<file path="config.mk">
export PLATFORM = sky130hd
export DESIGN_NAME = ris_controller
export DESIGN_NICKNAME = d
export VERILOG_FILES = /design/src/hdl/ris_pkg.sv /design/src/hdl/ris_controller.sv
export SDC_FILE = /design/constraint.sdc
export NUM_CORES = 1
export LEC_CHECK = 0
export BUFFER_PORTS_ARGS = -buffer_cell sky130_fd_sc_hd__buf_2
export CELL_PAD_IN_SITES_DETAIL_PLACEMENT = 1
export CELL_PAD_IN_SITES_GLOBAL_PLACEMENT = 2
export CORE_UTILIZATION = 22
export DETAILED_ROUTE_END_ITERATION = 8
export PLACE_DENSITY_LB_ADDON = 0.1
export SYNTH_ARGS = -nofsm -noshare
export SYNTH_HDL_FRONTEND = slang
export SYNTH_SLANG_ARGS = --single-unit
</file>
<file path="constraint.sdc">
create_clock -name clk -period 1.3 [get_ports clk]
set_input_delay 0.195 -clock clk [delete_from_list [all_inputs] [get_ports clk]]
set_output_delay 0.195 -clock clk [all_outputs]
set_load 0.05 [all_outputs]
</file>
<file path="src/hdl/ris_pkg.sv">
// ris_pkg: shared types and constants for the inlier scoring unit
// no dependencies
package ris_pkg;
  localparam int WordW = 48;
  localparam int PixW = 32;
  localparam int CntW = 13;
  localparam int SumW = 44;
  localparam int HypW = 4;
  localparam int MaxHypotheses = 16;
  localparam int ProdW = 96;
  localparam int AccW = 99;
  localparam int DivW = 123;
  localparam int QlimW = 41;
  localparam logic [CntW-1:0] CntMax = {CntW{1'b1}};
  localparam logic [SumW-1:0] SumMax = {SumW{1'b1}};
  localparam logic [PixW-1:0] ThreshReset = 32'd1678;
  localparam int InW = 2 + 4 + WordW;
  localparam int FeatW = 2 * PixW + 3 * WordW;

  typedef enum logic [1:0] {
    KIND_LOAD = 2'd0,
    KIND_FEATURE = 2'd1,
    KIND_CLOSE = 2'd2,
    KIND_CLEAR = 2'd3
  } kind_t;

  typedef enum logic [3:0] {
    ST_IDLE, ST_SUB, ST_MUL, ST_ACC, ST_CHECK, ST_DIVX_START, ST_DIVX_WAIT,
    ST_DIVY_START, ST_DIVY_WAIT, ST_ERR, ST_SQ, ST_SCORE, ST_OUT
  } state_t;

  typedef struct packed {
    logic       load_item;
    logic       do_load;
    logic       do_close;
    logic       do_clear;
    logic       do_sub;
    logic [1:0] mul_step;
    logic [1:0] mul_part;
    logic       do_mul;
    logic       do_acc;
    logic       clr_acc;
    logic       div_start;
    logic       div_sel_y;
    logic       take_x;
    logic       take_y;
    logic       do_err;
    logic       do_sq;
    logic       do_score;
    logic       zero_score;
    logic       out_load;
  } cmd_t;

  typedef struct packed {
    logic [1:0] kind;
    logic       depth_zero;
    logic       div_done;
  } status_t;
endpackage

</file>
<file path="src/hdl/ris_controller.sv">
// ris_controller: sequencer for load, feature, close and clear items
// depends on ris_pkg
module ris_controller (
  input  logic clk,
  input  logic rst,
  input  logic in_valid,
  output logic in_ready,
  output logic out_valid,
  input  logic out_ready,
  output ris_pkg::cmd_t cmd,
  input  ris_pkg::status_t status
);
  import ris_pkg::*;
  state_t state, state_next;
  logic [1:0] step, step_next;
  logic [1:0] part, part_next;
  logic ovalid, ovalid_next;

  assign out_valid = ovalid;

  always_ff @(posedge clk) begin
    if (rst) begin
      state <= ST_IDLE;
      step <= '0;
      part <= '0;
      ovalid <= 1'b0;
    end else begin
      state <= state_next;
      step <= step_next;
      part <= part_next;
      ovalid <= ovalid_next;
    end
  end

  always_comb begin
    state_next = state;
    step_next = step;
    part_next = part;
    ovalid_next = ovalid && !out_ready;
    cmd = '0;
    cmd.mul_step = step;
    cmd.mul_part = part;
    in_ready = 1'b0;
    case (state)
      ST_IDLE: begin
        in_ready = 1'b1;
        if (in_valid) begin
          cmd.load_item = 1'b1;
          state_next = ST_CHECK;
          step_next = '0;
          part_next = '0;
        end
      end
      ST_CHECK: begin
        case (kind_t'(status.kind))
          KIND_LOAD: begin cmd.do_load = 1'b1; state_next = ST_OUT; end
          KIND_CLOSE: begin cmd.do_close = 1'b1; state_next = ST_OUT; end
          KIND_CLEAR: begin cmd.do_clear = 1'b1; state_next = ST_OUT; end
          default: begin cmd.do_sub = 1'b1; cmd.clr_acc = 1'b1; state_next = ST_MUL; end
        endcase
      end
      ST_MUL: begin
        cmd.do_mul = 1'b1;
        if (part == 2'd3) begin
          part_next = '0;
          state_next = ST_ACC;
        end else begin
          part_next = part + 2'd1;
        end
      end
      ST_ACC: begin
        cmd.do_acc = 1'b1;
        if (step == 2'd2) begin
          state_next = ST_SUB;
        end else begin
          step_next = step + 2'd1;
          state_next = ST_MUL;
        end
      end
      ST_SUB: begin
        if (status.depth_zero) begin
          cmd.zero_score = 1'b1;
          state_next = ST_OUT;
        end else begin
          state_next = ST_DIVX_START;
        end
      end
      ST_DIVX_START: begin
        cmd.div_start = 1'b1;
        state_next = ST_DIVX_WAIT;
      end
      ST_DIVX_WAIT: begin
        if (status.div_done) begin
          cmd.take_x = 1'b1;
          state_next = ST_DIVY_START;
        end
      end
      ST_DIVY_START: begin
        cmd.div_sel_y = 1'b1;
        cmd.div_start = 1'b1;
        state_next = ST_DIVY_WAIT;
      end
      ST_DIVY_WAIT: begin
        cmd.div_sel_y = 1'b1;
        if (status.div_done) begin
          cmd.take_y = 1'b1;
          state_next = ST_ERR;
        end
      end
      ST_ERR: begin
        cmd.do_err = 1'b1;
        state_next = ST_SQ;
      end
      ST_SQ: begin
        cmd.do_sq = 1'b1;
        state_next = ST_SCORE;
      end
      ST_SCORE: begin
        cmd.do_score = 1'b1;
        state_next = ST_OUT;
      end
      ST_OUT: begin
        if (!ovalid || out_ready) begin
          cmd.out_load = 1'b1;
          ovalid_next = 1'b1;
          state_next = ST_IDLE;
        end
      end
      default: state_next = ST_IDLE;
    endcase
  end
endmodule

</file>
==> impl_metrics.tcl, run 1 <==
set metrics [dict create \
    drtPass1Iterations 3 \
    ys_top_cells_by_area "dfxtp_1 25%, nor2_1 7.8%, nand2_1 6.2%" \
    power_leakage_nw 0.750 \
    grt_max_degree 10 \
    fin_total_pwr_mw 3.85 \
    synth_ff_type "dfxtp_1" \
    async_reset_ff_share_pct 0 \
    start_util_pct 23.5 \
    fin_setup_tns_ns -4.22 \
    grt_setup_unrepaired "true" \
    numCtsBuffers 3 \
    grt_pass1_wl_um 4930 \
    hold_buffers 0 \
    fin_skew_ns 0.00491 \
    setup_violations 24 \
    io-pin-count 31 \
    min_period_ns 1.59 \
    ys_ff_latch 9 \
    hold_viol 0 \
    required_ns 1.11 \
    grt_pass1_vias 1021 \
    synth_edf_count 0 \
    grt.total_usage_pct 19.3 \
    drt_wl_total_um 3060 \
    netlist-cell-type-count 39 \
    clk_path_buf_depth 2 \
    synth_area_leader_cell "dfxtp_1" \
    fillers 353 \
    dp_hpwl_um 2060 \
    dp_cells 192 \
    post-route-drc-count 0 \
    tightest_slew_ns 0.290 \
    crit_fanout 7 \
    fin_cells 210 \
    grt_overflow 0 \
    synth.top_cells.by_count "15 x nor2_1, 12 x nand2_1, 9 x dfxtp_1, 7 x nor3_1, 5 x a21oi_1" \
    place.gp.congestion 0.778 \
    r2r_cells 5 \
    ant_nets 0 \
    drv_slew 0 \
    port_buffers 30 \
    cap_violations 0 \
    nets 177 \
    clkTransAtPathRegs_ns 0.07 \
    avgRoutedWirePerCell_um 14.6 \
    synth.most_common_cell "nor2_1" \
    cts.sinks 9 \
    antenna_cells 0 \
    violations "setup timing" \
    placed_area_sq_um 1260 \
    finalCritPeriodShare_pct 123 \
    final_layout_size_suffix_gt1_share_pct 81.9 \
    synth_warnings 0 \
    dieArea_sq_um 3520 \
    whs_ns 0.259 \
    syn-num-nets 105 \
    outcome "finished with violations" \
    areaGrowthSynthToFinish_pct 139 \
    slew_headroom_pct 80.7 \
    ys_seq_area_share_pct 24.9 \
    core-area_sq_um 3080 \
    antenna_found_initial 0 \
    fin_area_sq_um 1730 \
    htreeDepth 1 \
    max_freq_mhz 627 \
    rows 20 \
    syn-instance-count 95 \
    cts-root-buf "clkbuf_4" \
    avgSynthCellArea_sq_um 7.61 \
    synth_top_area_share_pct 24.9 \
    hp-class "in2reg" \
    fin_ws_ns -0.294 \
    cts_tree "done" \
    cp-start-kind "register" \
    ir_drop_mv 1.07 \
    die_y_um 59.3 \
    vias 969 \
    drt_iter0_markers 9 \
    crit_type "reg2out" \
    die_x_um 59.3 \
    end_kind "output port" \
    avgViaCountPerCell 4.61 \
    critPathArrivalTime_ns 1.40 \
    hold_depth 2 \
    power_density_nw_per_um2 2220 \
    clock_latency_ns 0.27 \
    synth_area_sq_um 723 \
]
[repair_timing]
item | CTS | global route
resized for setup | 81 | 12
buffers inserted | 11 | 3
endpoints found under the setup margin | 26 | 26
pin swaps | 14 | 9
[sequential cells by signal, indices dropped and copies added, names as in the netlist]
| signal | flops |
|---|---|
| part | 2 |
| step | 2 |
| out_valid | 1 |
| state | 4 |
[routing by layer]
layer,share of wire (%),vias up,track usage [%]
met2,55,18,35.3
met1,42,471,22.3
met3,2.2,4,4.15
li1,-,476,-
met4,1.2,0,5.10
met5,0,-,0
[power by group]
| part | switching [mW] | internal (mW) | leakage [nW] |
|---|---|---|---|
| logic | 1.63 | 1.49 | 0.653 |
| registers | 0.136 | 0.365 | 0.0799 |
| clock network | 0.119 | 0.114 | 0.0177 |
| total | 1.88 | 1.97 | 0.750 |
[layout make-up]
cell class,instances,area [sq um],area share (%)
multi-input combinational,75,749,43.3
clock inverter,1,5.00,0.289
clock buffer,3,22.5,1.30
inverter,5,22.5,1.30
timing repair buffer,73,662,38.3
tap,44,55.1,3.18
sequential,9,214,12.4
[final timing paths]
kind	from	end	slack (ns)
hold reg to reg	part[1]	part[1]	0.52
setup reg to reg	state[1]	state[2]	-0.27
setup / recovery	state[1]	cmd[5]	-0.29
hold / removal	rst	part[1]	0.26
[metrics by stage]
stage | utilization [%] | setup slack [ns]
5_1_grt | 56.2 | -0.352
6_report | 56.2 | -0.294
3_5_place_dp | 41.1 | -0.171
4_1_cts | 53.8 | -0.269
2_1_floorplan | - | -0.494
3_3_place_gp | 41.1 | -0.180
[worst max-delay path, cell delays in order (launching register included)]
cell	delay, ns
dfxtp_4	0.38
and2b_4	0.31
buf_6	0.12
and3_4	0.18
buf_8	0.14
[layout by cell type, fill, tap and decap left out, types with 2 or more instances in the layout]
cell type,count
nand2_2,4
nor2_2,3
dfxtp_4,9
nor3_4,4
inv_2,4
a21oi_1,5
nor2_1,6
nand2_4,5
mux2i_1,2
nor3_1,2
and2b_2,2
buf_4,34
and3_4,2
nor3_2,2
buf_6,17
nor2_4,6
clkbuf_4,3
buf_2,12
nand2_1,4
buf_8,9
o21ai_0,2
[cell families after synthesis]
family                   count (synthesis)  share of synthesized area [%]
AO/OA/AOI/OAI                           20                           23.4
AND/OR/NAND/NOR                         49                           35.3
flip-flops                               9                           24.9
buffers and inverters                   11                           7.61
adder cells (fa/ha/maj)                  2                           3.46
XOR/XNOR                                 1                           1.21
multiplexers                             3                           4.15
Power figures use the tool's default switching activity.
==> run 2, diff against run 1 <==
CTS_BUF_LIST = sky130_fd_sc_hd__clkbuf_16   (was not set)
==> impl_metrics.tcl, run 2 (synthesis results as in run 1) <==
set metrics [dict create \
    htreeDepth 1 \
    grt_pass1_vias 1042 \
    r2r_cells 6 \
    fin_area_sq_um 1770 \
    cap_violations 0 \
    finalCritPeriodShare_pct 120 \
    reg2reg_setup_slack_ns -0.26 \
    fin_skew_ns 0.000838 \
    hold_buffers 0 \
    start_util_pct 23.5 \
    fin_cells 209 \
    fin_ws_ns -0.257 \
    ir_drop_mv 1.03 \
    die_x_um 59.3 \
    dp_cells 192 \
    p_seq_share_pct 12.3 \
    top_register "state" \
    dp_worst_setup_slack_ns -0.171 \
    drt_iter0_markers 19 \
    die_y_um 59.3 \
    pwr-share-clk_pct 13.3 \
    fin_total_pwr_mw 4.13 \
    hold_viol 0 \
    hold_depth 2 \
    grt_overflow 0 \
    cts_tree "done" \
    areaGrowthSynthToFinish_pct 144 \
    cp_slowest_cell "dfxtp_4" \
    core-area_sq_um 3080 \
    hp-class "in2reg" \
    power_switching_mw 1.90 \
    cp_common_cell "buf_4" \
    max_freq_mhz 642 \
    avgRoutedWirePerCell_um 14.6 \
    clk_path_buf_depth 2 \
    ant_nets 0 \
    rows 20 \
    grt.total_usage_pct 19.3 \
    dp_hpwl_um 2060 \
    internal_power_mw 2.23 \
    placed_area_sq_um 1260 \
    drt_wl_total_um 3050 \
    clock_latency_ns 0.24 \
    final_layout_size_suffix_gt1_share_pct 84.8 \
    power_density_nw_per_um2 2340 \
    end_kind "register" \
    outcome "finished with violations" \
    numCtsBuffers 3 \
    reg2reg_from "state[1]" \
    grt_max_degree 10 \
    comb_power_share_pct 74.4 \
    nets 176 \
    min_period_ns 1.56 \
    final_cell_mix "35 x buf_4, 18 x buf_6, 12 x buf_2" \
    drtPass1Iterations 2 \
    hp-start "rst" \
    crit_chain "and2b_4 -> mux2i_2 -> o31ai_2 -> buf_4 -> buf_4 -> nor3_2" \
    port_buffers 30 \
    whs_ns 0.295 \
    largest_register_ff_count 4 \
    cts-root-buf "clkbuf_16" \
    crit_fanout 7 \
    antenna_found_initial 0 \
    whs_endpoint "state[2]" \
    switching_share_pct 46.0 \
    cts.sinks 9 \
    setup_violations 24 \
    crit_type "reg2reg" \
    grt_pass1_wl_um 4940 \
    post-route-drc-count 0 \
    avgViaCountPerCell 4.67 \
    critPathArrivalTime_ns 1.67 \
    place.gp.congestion 0.778 \
    final_common_cell "buf_4" \
    top_regs "state x4, part x2, step x2" \
    vias 977 \
    max_stage_delay_ns 0.37 \
    tightest_slew_ns 0.308 \
    clkTransAtPathRegs_ns 0.04 \
    io-pin-count 31 \
    antenna_cells 0 \
    power_leakage_nw 0.761 \
    reg2reg_to "state[0]" \
    cp-start-kind "register" \
    dieArea_sq_um 3520 \
    required_ns 1.42 \
    slew_headroom_pct 79.3 \
    violations "setup timing" \
    drv_slew 0 \
    grt_setup_unrepaired "true" \
]
[run 2: cell types whose count changed in the layout (fill, tap and decap cells not counted), sizes merged]
cell,delta
buf,-1
[run 2: metal layers]
layer	wire length [um]	vias up	track usage (%)
met5	0	-	0
met4	25	0	5.10
met3	80	4	4.15
met2	1750	18	37.4
met1	1190	480	20.7
li1	-	475	-
[run 2: worst max-delay path by stage]
stage,start,endpoint,cells past startpoint
finish,state[1],state[0],6
CTS,state[1],cmd[0],5
floorplan,state[1],cmd[20],4
global placement,state[2],cmd[18],4
global route,state[1],state[0],6
detailed placement,state[2],cmd[18],4
[run 2: layout make-up]
class / count / area [sq um]
Clock buffer: 3 / 75.1
Clock inverter: 1 / 5.00
Fill cell: 346 / 1310
Inverter: 5 / 22.5
Multi-Input combinational cell: 75 / 759
Sequential cell: 9 / 214
Tap cell: 44 / 55.1
Timing Repair Buffer: 72 / 636
[run 2: power groups by stage]
stage | combinational (mW) | clock, mW | sequential (mW)
2_1_floorplan | 1.46 | 0 | 0.444
3_3_place_gp | 2.14 | 0 | 0.455
3_5_place_dp | 2.17 | 0 | 0.462
4_1_cts | 2.87 | 0.564 | 0.502
5_1_grt | 3.25 | 0.582 | 0.520
6_report | 3.08 | 0.550 | 0.509
[run 2: what timing repair did]
action                     in CTS  in global routing
setup endpoints to repair      26                 25
buffers inserted               10                  3
pin swaps                      15                  6
gates resized for setup        83                 10
[run 2: critical path, delay by kind of cell, from the launching register on]
family                 cells  cell delay (ns)
buffers and inverters      2             0.27
muxes                      1             0.10
and+or+nand+nor            2             0.34
DFF                        1             0.37
AOI/OAI and AO/OA          1             0.35
[run 2: stage by stage]
| step | TNS (ns) | util, % |
|---|---|---|
| 6_report | -3.46 | 57.4 |
| 5_1_grt | -4.88 | 57.4 |
| 4_1_cts | -3.13 | 55.4 |
| 3_5_place_dp | -2.36 | 41.1 |
| 3_3_place_gp | -2.02 | 41.1 |
| 2_1_floorplan | -3.37 | - |
==> run 3, diff against run 2 <==
CTS_CLUSTER_DIAMETER = 150   (was not set)
SLEW_MARGIN = 10   (was not set)
TNS_END_PERCENT = 1   (was not set)
==> impl_metrics.tcl, run 3 (synthesis results as in run 1) <==
set metrics [dict create \
    drt_wl_total_um 2430 \
    final_common_cell "buf_4" \
    reg2reg_setup_slack_ns -0.14 \
    violations "setup timing" \
    final_cell_mix "27 x buf_4, 17 x buf_6, 12 x buf_2" \
    clkTransAtPathRegs_ns 0.04 \
    io-pin-count 31 \
    grt.total_usage_pct 15.3 \
    rows 20 \
    fin_ws_ns -0.237 \
    grt_pass1_vias 907 \
    dp_worst_setup_slack_ns -0.220 \
    grt_overflow 0 \
    htreeDepth 1 \
    hp-class "in2reg" \
    drtPass1Iterations 4 \
    antenna_cells 0 \
    avgViaCountPerCell 4.50 \
    antenna_found_initial 0 \
    ir_drop_mv 1.26 \
    crit_start "state[2]" \
    avgRoutedWirePerCell_um 12.5 \
    grt_setup_unrepaired "true" \
    cts.sinks 9 \
    largest_register_ff_count 4 \
    ant_nets 0 \
    reg2reg_to "state[3]" \
    critPathArrivalTime_ns 1.34 \
    end_kind "output port" \
    die_x_um 59.3 \
    setup_violations 24 \
    grt_max_degree 10 \
    slew_headroom_pct 81.2 \
    finalCritPeriodShare_pct 118 \
    clk_path_buf_depth 2 \
    areaGrowthSynthToFinish_pct 93.8 \
    clock_latency_ns 0.23 \
    required_ns 1.11 \
    dp_hpwl_um 1890 \
    power_density_nw_per_um2 2410 \
    grt_pass1_wl_um 4020 \
    hold_depth 2 \
    post-route-drc-count 0 \
    tightest_slew_ns 0.279 \
    min_period_ns 1.54 \
    top_regs "state x4, part x2, step x2" \
    core-area_sq_um 3080 \
    cp-start-kind "register" \
    numCtsBuffers 3 \
    cts_tree "done" \
    reg2reg_from "state[0]" \
    outcome "finished with violations" \
    nets 162 \
    dieArea_sq_um 3520 \
    fin_skew_ns 0.00100 \
    cap_violations 0 \
    max_freq_mhz 651 \
    r2r_cells 6 \
    hold_viol 0 \
    final_layout_size_suffix_gt1_share_pct 66.2 \
    hp-start "rst" \
    port_buffers 30 \
    drv_slew 0 \
    worstSetupEndpoint "cmd[20]" \
    cts-root-buf "clkbuf_16" \
    vias 877 \
    start_util_pct 23.5 \
    fin_util_pct 45.5 \
    fin_setup_tns_ns -2.61 \
    crit_type "reg2out" \
    drt_iter0_markers 20 \
    power_leakage_nw 0.620 \
    die_y_um 59.3 \
    place.gp.congestion 0.827 \
    crit_fanout 4 \
    top_register "state" \
]
## run 3: worst max-delay path, cell delays in order (launching register included)
cell and delay, ns:
dfxtp_2 0.33, buf_6 0.13, nor4_4 0.28, nand2_2 0.12, clkinvlp_4 0.10, buf_8 0.14
## run 3: per-layer routing
metal / share of wire (%) / track usage [%] / wire [um] / vias up
met5: 0 / 0 / 0 / -
met4: 1.6 / 7.48 / 40 / 0
met3: 3.7 / 2.18 / 91 / 5
met2: 52 / 27.6 / 1270 / 19
met1: 42 / 17.5 / 1030 / 407
li1: - / - / - / 446
## run 3: layout make-up
cell class,count,area (sq um)
inverter,5,22.5
fill,381,1680
clock inverter,1,3.75
timing repair buffer,58,484
sequential,9,190
tap,44,55.1
multi-input combinational,75,571
clock buffer,3,75.1
## run 3: how the worst min path moves through the flow
stage                     endpoint  slack, ns
final                     state[2]       0.25
after detailed placement  state[2]       0.52
after global placement    state[2]       0.51
after CTS                 state[2]       0.27
after global routing      state[2]       0.28
after floorplan           state[2]       0.43
## run 3: repair_timing
item,4_1_cts,5_1_grt
gates cloned,0,0
buffers inserted,4,0
pin swaps,2,1
resized for setup,41,17
hold buffers,0,0
hold endpoints to repair,0,0
endpoints found under the setup margin,26,26
## run 3: power breakdown
| group | switching, mW | internal (mW) |
|---|---|---|
| clock network | 0.129 | 0.401 |
| logic | 1.31 | 1.09 |
| registers | 0.0954 | 0.359 |
| total | 1.53 | 1.85 |
## run 3: metrics by stage
stage | area, sq um | total power, mW | std cells | hold slack [ns]
6_report | 1400 | 3.38 | 195 | 0.249
5_1_grt | 1400 | 3.58 | 195 | 0.281
4_1_cts | 1350 | 3.31 | 195 | 0.266
3_5_place_dp | 1120 | 2.42 | 187 | 0.516
3_3_place_gp | 1120 | 2.42 | 187 | 0.506
2_1_floorplan | 772 | 1.78 | 95 | 0.426
